## config.mk

```make
export PLATFORM = sky130hd
export DESIGN_NAME = bfa_bits
export DESIGN_NICKNAME = d
export VERILOG_FILES = /design/src/rtl/bfa_pkg.sv /design/src/rtl/bfa_bits.sv
export SDC_FILE = /design/constraint.sdc
export NUM_CORES = 1
export LEC_CHECK = 0
export BUFFER_PORTS_ARGS = -buffer_cell sky130_fd_sc_hd__buf_2
export CORE_AREA = 10 10 141 143
export DETAILED_ROUTE_END_ITERATION = 6
export DIE_AREA = 0 0 151 153
export PLACE_DENSITY = 0.66
export SETUP_SLACK_MARGIN = 0.2
export SYNTH_ARGS = -nofsm -noshare
export SYNTH_HDL_FRONTEND = slang
export SYNTH_SLANG_ARGS = --single-unit
```

## constraint.sdc

```tcl
create_clock -name vclk -period 6.2
set_clock_uncertainty 0.05 [all_clocks]
set_input_delay 1.86 -clock vclk [all_inputs]
set_output_delay 1.86 -clock vclk [all_outputs]
set_load 0.02 [all_outputs]
```

## src/rtl/bfa_pkg.sv

```systemverilog
// ----------------------------------------------------------------------------
// bfa_pkg
// Shared constants, codes and types of the bitmap frame allocator.
// ----------------------------------------------------------------------------
package bfa_pkg;

  localparam int REGIONS       = 4;
  localparam int REGION_FRAMES = 4096;
  localparam int FRAME_BYTES   = 4096;
  localparam int WORD_BITS     = 64;
  localparam int REGION_WORDS  = REGION_FRAMES / WORD_BITS;
  localparam int MAP_WORDS     = REGIONS * REGION_WORDS;

  localparam int ADDR_W     = 52;
  localparam int OFF_W      = $clog2(FRAME_BYTES);
  localparam int PAGE_W     = ADDR_W - OFF_W;
  localparam int FRAMES_W   = 13;
  localparam int FRAME_W    = $clog2(REGION_FRAMES);
  localparam int REG_W      = $clog2(REGIONS);
  localparam int WIDX_W     = $clog2(REGION_WORDS);
  localparam int BIT_W      = $clog2(WORD_BITS);
  localparam int MAP_AW     = $clog2(MAP_WORDS);
  localparam int CFG_IDX_W  = 3;

  // Request kinds carried in the input tuser field.
  typedef enum logic [1:0] {
    REQ_ALLOC   = 2'd0,
    REQ_FREE    = 2'd1,
    REQ_RESERVE = 2'd2
  } req_e;

  typedef enum logic [1:0] {
    ST_OK         = 2'd0,
    ST_NO_FREE    = 2'd1,
    ST_OUTSIDE    = 2'd2,
    ST_MISALIGNED = 2'd3
  } status_e;

  typedef enum logic [CFG_IDX_W-1:0] {
    CFG_R0_BASE   = 3'd0,
    CFG_R0_FRAMES = 3'd1,
    CFG_R1_BASE   = 3'd2,
    CFG_R1_FRAMES = 3'd3,
    CFG_R2_BASE   = 3'd4,
    CFG_R2_FRAMES = 3'd5,
    CFG_R3_BASE   = 3'd6,
    CFG_R3_FRAMES = 3'd7
  } cfg_reg_e;

  // View of the currently selected region.
  typedef struct packed {
    logic [FRAMES_W-1:0] usable;  // frames that may be handed out
    logic [PAGE_W-1:0]   pn;      // page number of the region base
    logic                hit;     // request page lies inside the region
    logic [FRAME_W-1:0]  frame;   // frame index of the request page
  } region_info_t;

  // Word operations on one bitmap word.
  typedef struct packed {
    logic [WORD_BITS-1:0] free;       // free and usable bits of the read word
    logic                 any_free;
    logic                 more_words; // region continues past this word
    logic [WORD_BITS-1:0] first_oh;   // lowest free bit as one-hot
    logic [BIT_W-1:0]     first_idx;
    logic [WORD_BITS-1:0] run_mask;   // bits of a reserve run in this word
    logic [FRAMES_W-1:0]  next_cur;   // first frame of the next word
  } bits_res_t;

endpackage

```

## src/rtl/bfa_bits.sv

```systemverilog
// ----------------------------------------------------------------------------
// bfa_bits
// Word unit: free-bit search and reserve-run masks for one bitmap word.
// ----------------------------------------------------------------------------
module bfa_bits (
  input  logic [bfa_pkg::WORD_BITS-1:0] word_i,
  input  logic [bfa_pkg::WIDX_W-1:0]    widx_i,
  input  logic [bfa_pkg::FRAMES_W-1:0]  usable_i,
  input  logic [bfa_pkg::WORD_BITS-1:0] free_i,
  input  logic [bfa_pkg::FRAMES_W-1:0]  cur_i,
  input  logic [bfa_pkg::FRAMES_W-1:0]  end_i,
  output bfa_pkg::bits_res_t            res_o
);
  import bfa_pkg::*;

  localparam logic [WORD_BITS-1:0] ONES = '1;

  logic [FRAMES_W-1:0]  next_w;
  logic [WORD_BITS-1:0] vmask;
  logic [WORD_BITS-1:0] oh;
  logic [BIT_W-1:0]     idx;
  logic [FRAMES_W-1:0]  next_c;
  logic [WORD_BITS-1:0] hi_mask;

  always_comb begin
    next_w = {(WIDX_W+1)'(widx_i) + (WIDX_W+1)'(1), {BIT_W{1'b0}}};
    // Bits at or past the usable count count as used.
    if (usable_i < next_w) begin
      vmask = ~(ONES << usable_i[BIT_W-1:0]);
    end else begin
      vmask = ONES;
    end
    res_o.free       = ~word_i & vmask;
    res_o.any_free   = (res_o.free != '0);
    res_o.more_words = (next_w < usable_i);

    oh  = free_i & (~free_i + WORD_BITS'(1));
    idx = '0;
    for (int k = 0; k < WORD_BITS; k++) begin
      if (oh[k]) begin
        idx = idx | BIT_W'(k);
      end
    end
    res_o.first_oh  = oh;
    res_o.first_idx = idx;

    next_c = {cur_i[FRAMES_W-1:BIT_W] + (FRAMES_W-BIT_W)'(1), {BIT_W{1'b0}}};
    if (end_i >= next_c) begin
      hi_mask = ONES;
    end else begin
      hi_mask = ~(ONES << end_i[BIT_W-1:0]);
    end
    res_o.run_mask = (ONES << cur_i[BIT_W-1:0]) & hi_mask;
    res_o.next_cur = next_c;
  end

endmodule
```

==> flow_summary.ini <==
[grt]
grt-busiest-layer = met2
overflow = 0
grt_pass1_wl_microns = 48800
grtUsageMet3_pct = 5.76
grt_use_met2_pct = 46.9
grt_antenna_before_repair = 10
grt_pass1_vias = 8454
grt_usage_pct = 25.8
met1_usage_pct = 28.2
grt_max_degree = 33

[critical_path]
end_kind = primary output
crit_fanout = 6
crit_top_cell = buf_8
cp-start-kind = primary input
cp.required_ps = 4290
cpLargestDelayFamily = simple AND/OR/NAND/NOR gates
critPathKind = in2out
cp_cell_sequence = buf_8 -> ha_4 -> nand3_4 -> xnor2_2 -> ha_1 -> nand4_1 -> a21o_1 -> a211oi_4 -> buf_6 -> buf_6 -> buf_8 -> buf_8 -> a31oi_1 -> nor4_1 -> nand4_1 -> nand4b_1 -> buf_4
arrival_ps = 4880
max_stage_delay_ps = 390
startpoint = widx_i[1]
cp.buffers_inverters = 6
cp_slowest_cell = nor4_1

[final_layout]
numSequentialCells = 0
area.sequential_sq_um = 0
syn_to_final_growth_pct = 166
drive_above_1_share_pct = 64.5
multiInputGateArea_sq_mm = 0.00574
fill_cells = 1314
design_area_sq_mm = 0.0112
clkbuf_count = 0
final_nets = 1461

[floorplanning]
core_sq_mm = 0.0171
ios = 386
row_count = 48
die_h_microns = 153
start_util_pct = 24.7
dieWidth_microns = 151
die_area_sq_mm = 0.0231

[job]
cap_violations = 0

[placement]
dpl_cell_area_sq_mm = 0.00813
gp_congestion = 0.976
port_buffers = 380
place_hpwl_microns = 26400

[yosys]
yosysUniqueCellTypes = 67
avgSynthCellArea_sq_um = 5.73
synthesis.area_sq_mm = 0.00421
yosys-top-cells-area = a21oi_1 (12%), nand2_1 (7.3%), nor2_1 (6.1%)
synth_cells = 734
synth_top_cell_by_area = a21oi_1
ys_seq_area_share_pct = 0
yosysWarnings = 0
yosys.area.top_type_share_pct = 11.7

[sta]
worstMarginPinSlew_ps = 838
clock.fmax_mhz = 147
min_period_over_period_pct = 109
rsz0062_at_grt = true
hold_slack_ps = 3930
setup_violations = 49
drv_slew = 0
hold_viol = 0
min_period_ps = 6790
fin_ws_ps = -588
relSlewSlack_pct = 43.9

[worst_hold_path]
hold_path_class = in2out
holdCritStartpoint = word_i[29]

[power]
p_per_area_mw_per_mm2 = 102
p_total_mw = 1.14
p_leak_nw = 5.05
vdd_drop_max_uv = 80.1

[clock_network]
hold_buffers = 0

[drt]
wire_per_inst_microns = 24.5
first_pass_iters = 5
vias_per_cell = 5.89
antenna_left = 0
first_iter_violations = 876
wl_microns = 36900
num_vias = 8859
drc = 0

[outcome]
violations = negative setup slack
status = complete, but fails checks
[final cells by class]
class / count / area share [%]
antenna: 10 / 0.224
inverter: 33 / 1.17
multi-input combinational: 636 / 51.3
tap: 225 / 2.52
timing repair buffer: 601 / 44.8
[power breakdown]
group	total, mW	switching [mW]	internal [mW]
clock network	0.000000216	0	0.000000216
registers	0	0	0
logic	1.14	0.603	0.537
total	1.14	0.603	0.537
[cell usage in the layout, fill, tap and decap left out, types with 13 or more instances in the layout]
master	instances
nor3_1	29
nor2_1	50
nor2_4	16
buf_2	227
and3_1	20
inv_1	29
a21oi_1	23
a21o_1	15
nor4_1	20
nand2_1	79
o21ai_0	31
buf_4	154
or2_2	13
and2_1	13
buf_8	15
a21oi_4	63
a221oi_4	15
buf_6	188
[cell usage after synthesis (all sizes together), types with 3 or more instances]
library cell,number
or4,8
o31a,4
nand3b,5
nand2,82
a41oi,4
nand4,6
nor2b,4
nor4b,8
nand4b,3
nor4,28
clkbuf,55
nand3,14
or2,15
inv,32
nor3b,10
o21ai,33
and2,18
a211oi,10
a21oi,98
o31ai,4
a221oi,18
o21a,13
a311oi,6
nor3,30
nor2,68
xor2,4
ha,16
a22oi,5
a21o,15
a31oi,17
or3,9
o41ai,3
and3,26
nand2b,11
buf,15
xnor2,5
[through the flow]
step | TNS [ps] | instances | setup slack [ps] | util, %
floorplan | -4900 | 739 | -561 | -
global placement | -10820 | 1441 | -537 | 47.7
detailed placement | -12650 | 1441 | -572 | 47.7
CTS | -6520 | 1464 | -501 | 56.5
global route | -14720 | 1505 | -696 | 65.6
finish | -9740 | 1505 | -588 | 65.6
[timing repair]
action                     4_1_cts  5_1_grt
buffers inserted                20       29
pin swaps                       63       47
gates resized for setup        320      289
cloned                           3        2
setup endpoints to repair      150      150
[per-layer routing]
metal	routed length [microns]	share of wire, %	up-vias
li1	-	-	3823
met1	12300	33	4118
met2	18200	49	722
met3	3880	11	196
met4	2500	6.8	0
met5	0	0	-
[kinds of logic after synthesis]
logic type	after synthesis	synth area share, %
simple gates	352	44.9
other cells	1	0.0891
fa+ha+maj	17	5.00
buf+inv	103	9.93
xor+xnor	9	1.87
compound gates	252	38.2
[path summary, 6_finish.rpt]
| check | cells after the start | endpoint | slack [ps] |
|---|---|---|---|
| worst min-delay path | 3 | res_o[178] | 3930 |
| worst max-delay path | 17 | res_o[148] | -590 |
Power figures use the tool's default switching activity.
