[config.mk]
export PLATFORM = sky130hd
export DESIGN_NAME = bfa_region
export DESIGN_NICKNAME = d
export VERILOG_FILES = /design/src/rtl/bfa_pkg.sv /design/src/rtl/bfa_region.sv
export SDC_FILE = /design/constraint.sdc
export NUM_CORES = 1
export LEC_CHECK = 0
export BUFFER_PORTS_ARGS = -buffer_cell sky130_fd_sc_hd__buf_2
export CAP_MARGIN = 20
export CELL_PAD_IN_SITES_DETAIL_PLACEMENT = 2
export CELL_PAD_IN_SITES_GLOBAL_PLACEMENT = 2
export CORE_AREA = 2 2 155 157
export DETAILED_ROUTE_END_ITERATION = 10
export DIE_AREA = 0 0 157 159
export PLACE_DENSITY = 0.87
export RECOVER_POWER = 25
export SETUP_SLACK_MARGIN = 0.5
export SLEW_MARGIN = 20
export SYNTH_ARGS = -nofsm -noshare
export SYNTH_HDL_FRONTEND = slang
export SYNTH_SLANG_ARGS = --single-unit
export TNS_END_PERCENT = 1
[constraint.sdc]
create_clock -name vclk -period 19.9
set_clock_uncertainty 0.15 [all_clocks]
set_input_delay 3.98 -clock vclk [all_inputs]
set_output_delay 3.98 -clock vclk [all_outputs]
set_load 0.005 [all_outputs]
[src/rtl/bfa_pkg.sv]
// ----------------------------------------------------------------------------
// bfa_pkg
// Shared constants, codes and types of the bitmap frame allocator.
// ----------------------------------------------------------------------------
package bfa_pkg;

  localparam int REGIONS       = 4;
  localparam int REGION_FRAMES = 4096;
  localparam int FRAME_BYTES   = 4096;
  localparam int WORD_BITS     = 64;
  localparam int REGION_WORDS  = REGION_FRAMES / WORD_BITS;
  localparam int MAP_WORDS     = REGIONS * REGION_WORDS;

  localparam int ADDR_W     = 52;
  localparam int OFF_W      = $clog2(FRAME_BYTES);
  localparam int PAGE_W     = ADDR_W - OFF_W;
  localparam int FRAMES_W   = 13;
  localparam int FRAME_W    = $clog2(REGION_FRAMES);
  localparam int REG_W      = $clog2(REGIONS);
  localparam int WIDX_W     = $clog2(REGION_WORDS);
  localparam int BIT_W      = $clog2(WORD_BITS);
  localparam int MAP_AW     = $clog2(MAP_WORDS);
  localparam int CFG_IDX_W  = 3;

  // Request kinds carried in the input tuser field.
  typedef enum logic [1:0] {
    REQ_ALLOC   = 2'd0,
    REQ_FREE    = 2'd1,
    REQ_RESERVE = 2'd2
  } req_e;

  typedef enum logic [1:0] {
    ST_OK         = 2'd0,
    ST_NO_FREE    = 2'd1,
    ST_OUTSIDE    = 2'd2,
    ST_MISALIGNED = 2'd3
  } status_e;

  typedef enum logic [CFG_IDX_W-1:0] {
    CFG_R0_BASE   = 3'd0,
    CFG_R0_FRAMES = 3'd1,
    CFG_R1_BASE   = 3'd2,
    CFG_R1_FRAMES = 3'd3,
    CFG_R2_BASE   = 3'd4,
    CFG_R2_FRAMES = 3'd5,
    CFG_R3_BASE   = 3'd6,
    CFG_R3_FRAMES = 3'd7
  } cfg_reg_e;

  // View of the currently selected region.
  typedef struct packed {
    logic [FRAMES_W-1:0] usable;  // frames that may be handed out
    logic [PAGE_W-1:0]   pn;      // page number of the region base
    logic                hit;     // request page lies inside the region
    logic [FRAME_W-1:0]  frame;   // frame index of the request page
  } region_info_t;

  // Word operations on one bitmap word.
  typedef struct packed {
    logic [WORD_BITS-1:0] free;       // free and usable bits of the read word
    logic                 any_free;
    logic                 more_words; // region continues past this word
    logic [WORD_BITS-1:0] first_oh;   // lowest free bit as one-hot
    logic [BIT_W-1:0]     first_idx;
    logic [WORD_BITS-1:0] run_mask;   // bits of a reserve run in this word
    logic [FRAMES_W-1:0]  next_cur;   // first frame of the next word
  } bits_res_t;

endpackage

[src/rtl/bfa_region.sv]
// ----------------------------------------------------------------------------
// bfa_region
// Region unit: usable frame count of one region and the range check of a page.
// ----------------------------------------------------------------------------
module bfa_region (
  input  logic [bfa_pkg::REG_W-1:0]                           region_i,
  input  logic [bfa_pkg::REGIONS-1:0][bfa_pkg::ADDR_W-1:0]    base_i,
  input  logic [bfa_pkg::REGIONS-1:0][bfa_pkg::FRAMES_W-1:0]  frames_i,
  input  logic [bfa_pkg::PAGE_W-1:0]                          page_i,
  output bfa_pkg::region_info_t                               info_o
);
  import bfa_pkg::*;

  logic [PAGE_W-1:0]   pn;
  logic [FRAMES_W-1:0] cnt;
  logic [PAGE_W:0]     room;
  logic [PAGE_W:0]     diff;
  logic [FRAMES_W-1:0] usable;

  always_comb begin
    pn  = base_i[region_i][ADDR_W-1:OFF_W];
    cnt = frames_i[region_i];
    if (cnt > FRAMES_W'(REGION_FRAMES)) begin
      cnt = FRAMES_W'(REGION_FRAMES);
    end
    // Frames must end within the address space.
    room = {1'b1, {PAGE_W{1'b0}}} - {1'b0, pn};
    if (room < (PAGE_W+1)'(cnt)) begin
      usable = room[FRAMES_W-1:0];
    end else begin
      usable = cnt;
    end
    diff = {1'b0, page_i} - {1'b0, pn};
    info_o.usable = usable;
    info_o.pn     = pn;
    info_o.hit    = (usable != '0) && !diff[PAGE_W] &&
                    (diff[PAGE_W-1:0] < PAGE_W'(usable));
    info_o.frame  = diff[FRAME_W-1:0];
  end

endmodule

==> results of run 1 <==
-- area by class of cell --
class | count | area, um^2
Fill cell | 2799 | 15800
Multi-Input combinational cell | 599 | 5100
Timing Repair Buffer | 323 | 1610
Tap cell | 319 | 399
Inverter | 75 | 282
Antenna cell | 3 | 7.51
-- metrics by stage --
| stage | instances | utilization |
|---|---|---|
| detailed placement | 1316 | 0.320 |
| finish | 1319 | 0.319 |
| CTS | 1316 | 0.320 |
| floorplan | 701 | - |
| global route | 1319 | 0.319 |
| global placement | 1316 | 0.320 |
-- worst max-delay path: cells and delay by family --
kind	cells	cell delay (ns)
XOR/XNOR	1	0.23
multiplexers	2	0.94
adder cells (fa/ha/maj)	2	0.62
buffers and inverters	5	2.12
AND/OR/NAND/NOR	8	1.75
AO/OA/AOI/OAI	14	3.74
-- layout by cell type, fill, tap and decap left out, drive strengths merged, types with 5 or more instances in the layout --
cell type / n
mux2i: 10
ha: 65
mux4: 52
o21a: 6
inv: 75
or4: 5
clkbuf: 8
nor3: 23
xor2: 12
or3: 8
nor2b: 10
mux2: 8
nand2: 53
o21bai: 5
o211ai: 12
a21o: 18
o31ai: 7
xnor2: 35
nor2: 46
nand2b: 8
a31oi: 8
nand3: 19
nand4: 20
o21ai: 28
a211oi: 8
buf: 315
and3: 7
a21oi: 55
or2: 6
nor4: 10
-- report_power, final --
| part | internal, W | total, W | switching (W) |
|---|---|---|---|
| Clock | 0.0000000000203 | 0.0000000000203 | 0 |
| Sequential | 0 | 0 | 0 |
| Combinational | 0.000126 | 0.000302 | 0.000175 |
-- worst min path at each step --
| stage | start | endpoint | slack (ns) | cells after the start |
|---|---|---|---|---|
| 2_1_floorplan | page_i[1] | info_o[1] | 7.99 | 1 |
| 3_3_place_gp | page_i[0] | info_o[0] | 8.24 | 5 |
| 3_5_place_dp | page_i[0] | info_o[0] | 8.26 | 5 |
| 4_1_cts | page_i[0] | info_o[0] | 8.26 | 5 |
| 5_1_grt | base_i[101] | info_o[50] | 8.29 | 3 |
| 6_report | page_i[0] | info_o[0] | 8.25 | 5 |
-- layer usage --
metal,GRT usage,vias up,part of all wire
met5,0,-,0.00043
met4,0.0876,2,0.033
met3,0.0269,58,0.043
met2,0.412,242,0.51
met1,0.297,3469,0.42
li1,-,3288,-
-- kinds of logic after synthesis --
kind of cell    count (synthesis)
mux                            70
simple gates                  231
fa+ha+maj                      66
buf+inv                       102
compound gates                185
xor+xnor                       47
==> summary.md, run 1 <==
| Metric | Value |
|---|---|
| Max-slew violations | 0 |
| Dpl ws | 2.95 ns |
| Routed WL | about 30000 um |
| Min Hold Slack | a little over 8 ns |
| DRC | 0 |
| Clock buffers | 0 |
| Tot GR Track Use | 0.236 |
| Crit-path max cell delay | 0.83 ns |
| Top-count cell post-synth | inv_1 |
| MaxCap Viol Count | 0 |
| Final worst slack | between 2 and 2.5 ns |
| Cts hold-fix bufs | 0 |
| YS warnings | 0 |
| Post-Synth Simple-Gate Area | 0.225 |
| Drt initial violations | 371 |
| Status | completed |
| Power density over the cells | a little over 40 nW/um^2 |
| Slew headroom | 0.230 |
| Placer Congestion | approximately 0.90 |
| Synth top area cells | mux4_2 21%, ha_1 15%, xnor2_1 5.5% |
| Fraction of the cycle the final worst path needs | 0.882 |
| Number of global-route vias before repair | about 8000 |
| Critical Path Most Common Cell | a2111oi_2 |
| Sequential area share after synthesis | 0 |
| Core area | about 23000 um^2 |
| Slowest CP cell | clkbuf_1 |
| Area Overhead vs Synth | 33.8% |
| Post-Syn Area per Cell | between 7 and 8 um^2 |
| I/O Buffers | 320 |
| ANT nets after route | 0 |
| First-pass GRT wire length | approximately 46000 um |
| Storage element area | 0 um^2 |
| Drt pass-1 iters | 4 |
| Crit. End Element | output port |
| Hold Vio Cnt, Final | 0 |
| Worst Path Arrival | approximately 13 ns |
| Post-synth top area share | 0.212 |
| RSZ-0062 raised after global routing | no |
| Maximum number of pins on one net before global-route repair | 55 |
| Die Area | 25000 um^2 |
| Maximum vdd drop | 0.0115 mV |
| Crit path max fanout | between 40 and 50 |
| Crit path from | region_i[0] |
| Largest family of logic cells by synthesized area | multiplexers |
| Static Leak | 3.53 nW |
| Fmax | 0.0570 GHz |
| Ports | 368 |
| Layout Nets | approximately 1400 |
| Initial core utilization | 0.239 |
| Xor/xnor share of the synthesized area | 0.0744 |
| HPWL Detailed | 27200 um |
| Syn_nets | approximately 1100 |
| Post-Syn Area | around 5500 um^2 |
| Antenna violations before repair | 4 |
| Worst Setup EP | info_o[12] |
| Area leader, netlist | mux4_2 |
| Die Span Y | about 160 um |
| Chip width | around 160 um |
| Routed length per instance | 23.0 um |
| Final setup fails | 0 |
| Setup TNS Final | 0 ns |
| Adder-Cell Fraction of Synth Area | 0.151 |
| FFs & Latches | 0 |
| Standard-cell rows | 56 |
| Yosys cell types | 72 |
| Synth Instances | 701 |
| Fin crit period | ~18 ns |
| Via Count | a little over 7000 |
| Grt total ovfl | 0 |
| Post-DP Area | ~7400 um^2 |
| Total power | around 0.0003 W |
| Mux cell area share after synthesis | 0.246 |
| DR vias/cell | 5.35 |
| Synth cell count leaders | 75 x inv_1, 65 x ha_1, 55 x a21oi_1, 53 x nand2_1, 52 x mux4_2 |
| Cell area after layout | about 7400 um^2 |
| Setup Crit Path Kind | input port to output port |
| Post-CTS Setup Inserts | 0 |
| Critical Path RT | approximately 16 ns |
| Post-CTS sizing | 0 |
| Min-delay worst type | input port to output port |
| Worst-margin pin slew | between 1 and 1.5 ns |
| Setup crit start kind | input port |
| Share of cells above drive strength 1 | 0.392 |
| Compound-Gate Fraction of Synth Area | 0.226 |
(Power assumes the default switching activity.)
==> run 2, diff against run 1 <==
--- a/config.mk
+++ b/config.mk
@@ -9,10 +9,10 @@
 export CAP_MARGIN = 20
 export CELL_PAD_IN_SITES_DETAIL_PLACEMENT = 2
 export CELL_PAD_IN_SITES_GLOBAL_PLACEMENT = 2
-export CORE_AREA = 2 2 155 157
+export CORE_AREA = 2 2 128 192
 export DETAILED_ROUTE_END_ITERATION = 10
-export DIE_AREA = 0 0 157 159
-export PLACE_DENSITY = 0.87
+export DIE_AREA = 0 0 130 194
+export PLACE_DENSITY = 0.86
 export RECOVER_POWER = 25
 export SETUP_SLACK_MARGIN = 0.5
 export SLEW_MARGIN = 20
==> summary.md, run 2 (synthesized netlist as in run 1, its figures left out) <==
| Metric | Value |
|---|---|
| Number of global-route vias before repair | 8205 (was 7938) |
| Min-delay worst type | input port to output port (unchanged) |
| Setup Crit Path Kind | input port to output port (unchanged) |
| Total power | 0.000302 W (about the same) |
| Worst-margin pin slew | 1.46 ns (was 1.16 ns) |
| Tot GR Track Use | 0.239 (was 0.236) |
| Routed WL | 30900 um (was 30300 um) |
| Crit path max fanout | 33 (was 41) |
| Fmax | 0.0560 GHz (was 0.0570 GHz) |
| Drt pass-1 iters | 5 (was 4) |
| Critical Path RT | 15.77 ns (about the same) |
| Initial core utilization | 0.235 (was 0.239) |
| MaxCap Viol Count | 0 (unchanged) |
| ANT nets after route | 0 (unchanged) |
| Fin crit period | 17.87 ns (was 17.56 ns) |
| RSZ-0062 raised after global routing | no (unchanged) |
| Final setup fails | 0 (unchanged) |
| First-pass GRT wire length | 46200 um (was 46000 um) |
| Grt total ovfl | 0 (unchanged) |
| Share of cells above drive strength 1 | 0.391 (was 0.392) |
| Drt initial violations | 241 (was 371) |
| Fraction of the cycle the final worst path needs | 0.898 (was 0.882) |
| Static Leak | 3.53 nW (about the same) |
| Layout Nets | 1366 (was 1367) |
| HPWL Detailed | 27900 um (was 27200 um) |
| Power density over the cells | 40.8 nW/um^2 (was 40.7 nW/um^2) |
| Maximum number of pins on one net before global-route repair | 34 (was 55) |
| Ports | 368 (unchanged) |
| Core area | 23600 um^2 (was 23200 um^2) |
| Via Count | 7050 (was 7059) |
| Max-slew violations | 0 (unchanged) |
| Commonest non-fill, non-tap cell in the layout | buf_2 (unchanged) |
| Setup TNS Final | 0 ns (unchanged) |
| Standard-cell rows | 69 (was 56) |
| Clock buffers | 0 (unchanged) |
| Critical Path Most Common Cell | a2111oi_2 (unchanged) |
| Commonest cells after routing, fill and taps aside | 310 x buf_2, 75 x inv_1, 65 x ha_1, 55 x a21oi_1, 53 x nand2_1 (was 312 x buf_2, 75 x inv_1, 65 x ha_1, 55 x a21oi_1, 53 x nand2_1) |
| Cts hold-fix bufs | 0 (unchanged) |
| Antenna violations before repair | 2 (was 4) |
| Setup crit start kind | input port (unchanged) |
| Routed length per instance | 23.5 um (was 23.0 um) |
| Crit-path max cell delay | 1.04 ns (was 0.83 ns) |
| Chip width | 130 um (was 157 um) |
| Worst Path Arrival | 13.74 ns (was 13.43 ns) |
| I/O Buffers | 320 (unchanged) |
| FFs & Latches | 0 (unchanged) |
| Status | completed (unchanged) |
| Slowest CP cell | clkbuf_1 (unchanged) |
| Slew headroom | 0.0283 (was 0.230) |
| Maximum vdd drop | 0.0225 mV (was 0.0115 mV) |
| Post-CTS Setup Inserts | 0 (unchanged) |
| Crit. End Element | output port (unchanged) |
| Area Overhead vs Synth | 33.6% (was 33.8%) |
| Placer Congestion | 0.931 (was 0.898) |
| Cells on Worst Hold Path | 3 (was 5) |
| Storage element area | 0 um^2 (unchanged) |
| Die Area | 25200 um^2 (was 25000 um^2) |
| Post-CTS sizing | 0 (unchanged) |
| DR vias/cell | 5.35 (about the same) |
| DRC | 0 (unchanged) |
| Hold Vio Cnt, Final | 0 (unchanged) |
| Die Span Y | 194 um (was 159 um) |
run 2: changes by cell type in the layout (fill, tap and decap cells not counted), sizes merged:
cell and change:
clkbuf +1, buf -2, diode -1
run 2: routing by layer:
layer,track usage,vias to the layer above,part of all wire
met1,0.242,3461,0.34
met5,0,-,0
li1,-,3280,-
met3,0.0395,58,0.052
met4,0.0844,0,0.039
met2,0.474,251,0.57
run 2: final timing paths:
kind        start  slack, ns    endpoint
max   region_i[1]       2.03  info_o[12]
min     page_i[1]       8.29   info_o[1]
run 2: layout make-up:
class              instances  area [um^2]
fillers                 2842        16200
multi-input cells        599         5100
repair buffers           322         1610
well taps                319          399
inverters                 75          282
diodes                     2         5.00
run 2: worst max-delay path, delay by kind of cell:
kind / cells / cell delay [ns]
XOR/XNOR: 1 / 0.27
buffers and inverters: 5 / 2.02
AO/OA/AOI/OAI: 13 / 4.03
multiplexers: 2 / 0.92
AND/OR/NAND/NOR: 8 / 1.83
adder cells (fa/ha/maj): 2 / 0.61
run 2: stage by stage:
step	instances	setup slack, ns	utilization	hold slack, ns	cell area [um^2]
after detailed placement	1315	2.59	0.314	8.29	7400
final	1317	2.03	0.314	8.29	7400
after floorplan	701	5.08	-	7.99	5540
after global placement	1315	2.92	0.314	8.25	7400
after global routing	1316	1.22	0.314	8.31	7390
after CTS	1315	2.55	0.314	8.29	7400
run 2: power by group:
group	leakage, nW	switching, W	internal, W
clock network	0.0000127	0	0.0000000000135
logic	3.53	0.000175	0.000127
registers	0	0	0
==> run 3, diff against run 2 <==
--- a/config.mk
+++ b/config.mk
@@ -12,7 +12,7 @@
 export CORE_AREA = 2 2 128 192
 export DETAILED_ROUTE_END_ITERATION = 10
 export DIE_AREA = 0 0 130 194
-export PLACE_DENSITY = 0.86
+export PLACE_DENSITY_LB_ADDON = 0.1
 export RECOVER_POWER = 25
 export SETUP_SLACK_MARGIN = 0.5
 export SLEW_MARGIN = 20
==> summary.md, run 3 (synthesized netlist as in run 1, its figures left out) <==
| Metric | Value |
|---|---|
| Fin crit period | 17.13 ns (was 17.87 ns) |
| Min Hold Slack | 8.27 ns (was 8.29 ns) |
| Storage element area | 0 um^2 (unchanged) |
| Clock buffers | 0 (unchanged) |
| Drt pass-1 iters | 4 (was 5) |
| Initial core utilization | 0.235 (unchanged) |
| Static Leak | 3.52 nW (was 3.53 nW) |
| Commonest cells after routing, fill and taps aside | 307 x buf_2, 75 x inv_1, 65 x ha_1, 55 x a21oi_1, 53 x nand2_1 (was 310 x buf_2, 75 x inv_1, 65 x ha_1, 55 x a21oi_1, 53 x nand2_1) |
| Tot GR Track Use | 0.228 (was 0.239) |
| ANT cells | 0 (was 2) |
| Final setup fails | 0 (unchanged) |
| Final worst slack | 2.77 ns (was 2.03 ns) |
| Setup crit start kind | input port (unchanged) |
| Fmax | 0.0584 GHz (was 0.0560 GHz) |
| Post-CTS Setup Inserts | 0 (unchanged) |
| First-pass GRT wire length | 44600 um (was 46200 um) |
| Die Area | 25200 um^2 (unchanged) |
| Power density over the cells | 40.4 nW/um^2 (was 40.8 nW/um^2) |
| HPWL Detailed | 26200 um (was 27900 um) |
| Layout Nets | 1366 (unchanged) |
| Antenna violations before repair | 0 (was 2) |
| MaxCap Viol Count | 0 (unchanged) |
| Share of cells above drive strength 1 | 0.388 (was 0.391) |
| Chip width | 130 um (unchanged) |
| Standard-cell rows | 69 (unchanged) |
| RSZ-0062 raised after global routing | no (unchanged) |
| Number of global-route vias before repair | 7889 (was 8205) |
| Via Count | 6893 (was 7050) |
| DRC | 0 (unchanged) |
| Slowest CP cell | mux4_2 (was clkbuf_1) |
| Maximum vdd drop | 0.0132 mV (was 0.0225 mV) |
| Hold Vio Cnt, Final | 0 (unchanged) |
| Routed WL | 29200 um (was 30900 um) |
| Cts hold-fix bufs | 0 (unchanged) |
| Placer Congestion | 0.820 (was 0.931) |
| Worst Hold Launch | base_i[49] (was page_i[1]) |
| Post-CTS sizing | 0 (unchanged) |
| Maximum number of pins on one net before global-route repair | 36 (was 34) |
| Crit-path max cell delay | 0.71 ns (was 1.04 ns) |
| Crit path from | region_i[0] (was region_i[1]) |
| Min-delay worst type | input port to output port (unchanged) |
| DR vias/cell | 5.24 (was 5.35) |
| Grt total ovfl | 0 (unchanged) |
| Max-slew violations | 0 (unchanged) |
| Drt initial violations | 160 (was 241) |
| Critical Path RT | 15.77 ns (about the same) |
| Core area | 23600 um^2 (unchanged) |
| Die Span Y | 194 um (unchanged) |
| Fraction of the cycle the final worst path needs | 0.861 (was 0.898) |
| Dpl ws | 2.64 ns (was 2.59 ns) |
| Ports | 368 (unchanged) |
| Slew headroom | 0.307 (was 0.0283) |
| Worst Path Arrival | 13.00 ns (was 13.74 ns) |
| Area Overhead vs Synth | 33.4% (was 33.6%) |
| Commonest non-fill, non-tap cell in the layout | buf_2 (unchanged) |
| Crit path max fanout | 35 (was 33) |
| I/O Buffers | 320 (unchanged) |
| ANT nets after route | 0 (unchanged) |
| Worst-margin pin slew | 1.04 ns (was 1.46 ns) |
| Setup Crit Path Kind | input port to output port (unchanged) |
| Setup TNS Final | 0 ns (unchanged) |
| FFs & Latches | 0 (unchanged) |
| Routed length per instance | 22.2 um (was 23.5 um) |
| Crit. End Element | output port (unchanged) |
| Status | completed (unchanged) |
## run 3: changes by cell type in the layout (fill, tap and decap cells not counted), sizes merged
cell    change
buf         -3
clkbuf      +3
diode       -2
## run 3: layout make-up
class	count	area, um^2
repair buffers	322	1600
inverters	75	282
multi-input cells	599	5100
fillers	2891	16200
well taps	319	399
## run 3: where the power goes
group          total [W]  switching, W  internal, W
Combinational   0.000299      0.000173     0.000126
Clock                  0             0            0
Sequential             0             0            0
## run 3: path summary, 6_finish.rpt
kind | endpoint | cells past startpoint | slack [ns]
setup / recovery | info_o[12] | 29 | 2.77
hold / removal | info_o[50] | 3 | 8.27
## run 3: stage by stage
step                      area [um^2]  power (W)  instances  utilization
after floorplan                  5540   0.000186        701            -
final                            7390   0.000299       1315        0.313
after global placement           7400   0.000298       1315        0.314
after CTS                        7400   0.000304       1315        0.314
after detailed placement         7400   0.000302       1315        0.314
after global routing             7390   0.000333       1315        0.313
## run 3: metal layers
layer	track usage	vias up	wire, um	part of all wire
met2	0.465	175	17000	0.58
met5	0	-	0	0
li1	-	3276	-	-
met1	0.251	3411	10800	0.37
met4	0.0406	0	601	0.021
met3	0.0130	31	834	0.029
## run 3: worst max-delay path: cells and delay by family
kind	cells	cell delay [ns]
compound gates	13	3.96
xor+xnor	1	0.23
fa+ha+maj	3	1.10
simple gates	6	1.01
mux	2	1.34
buf+inv	4	1.34
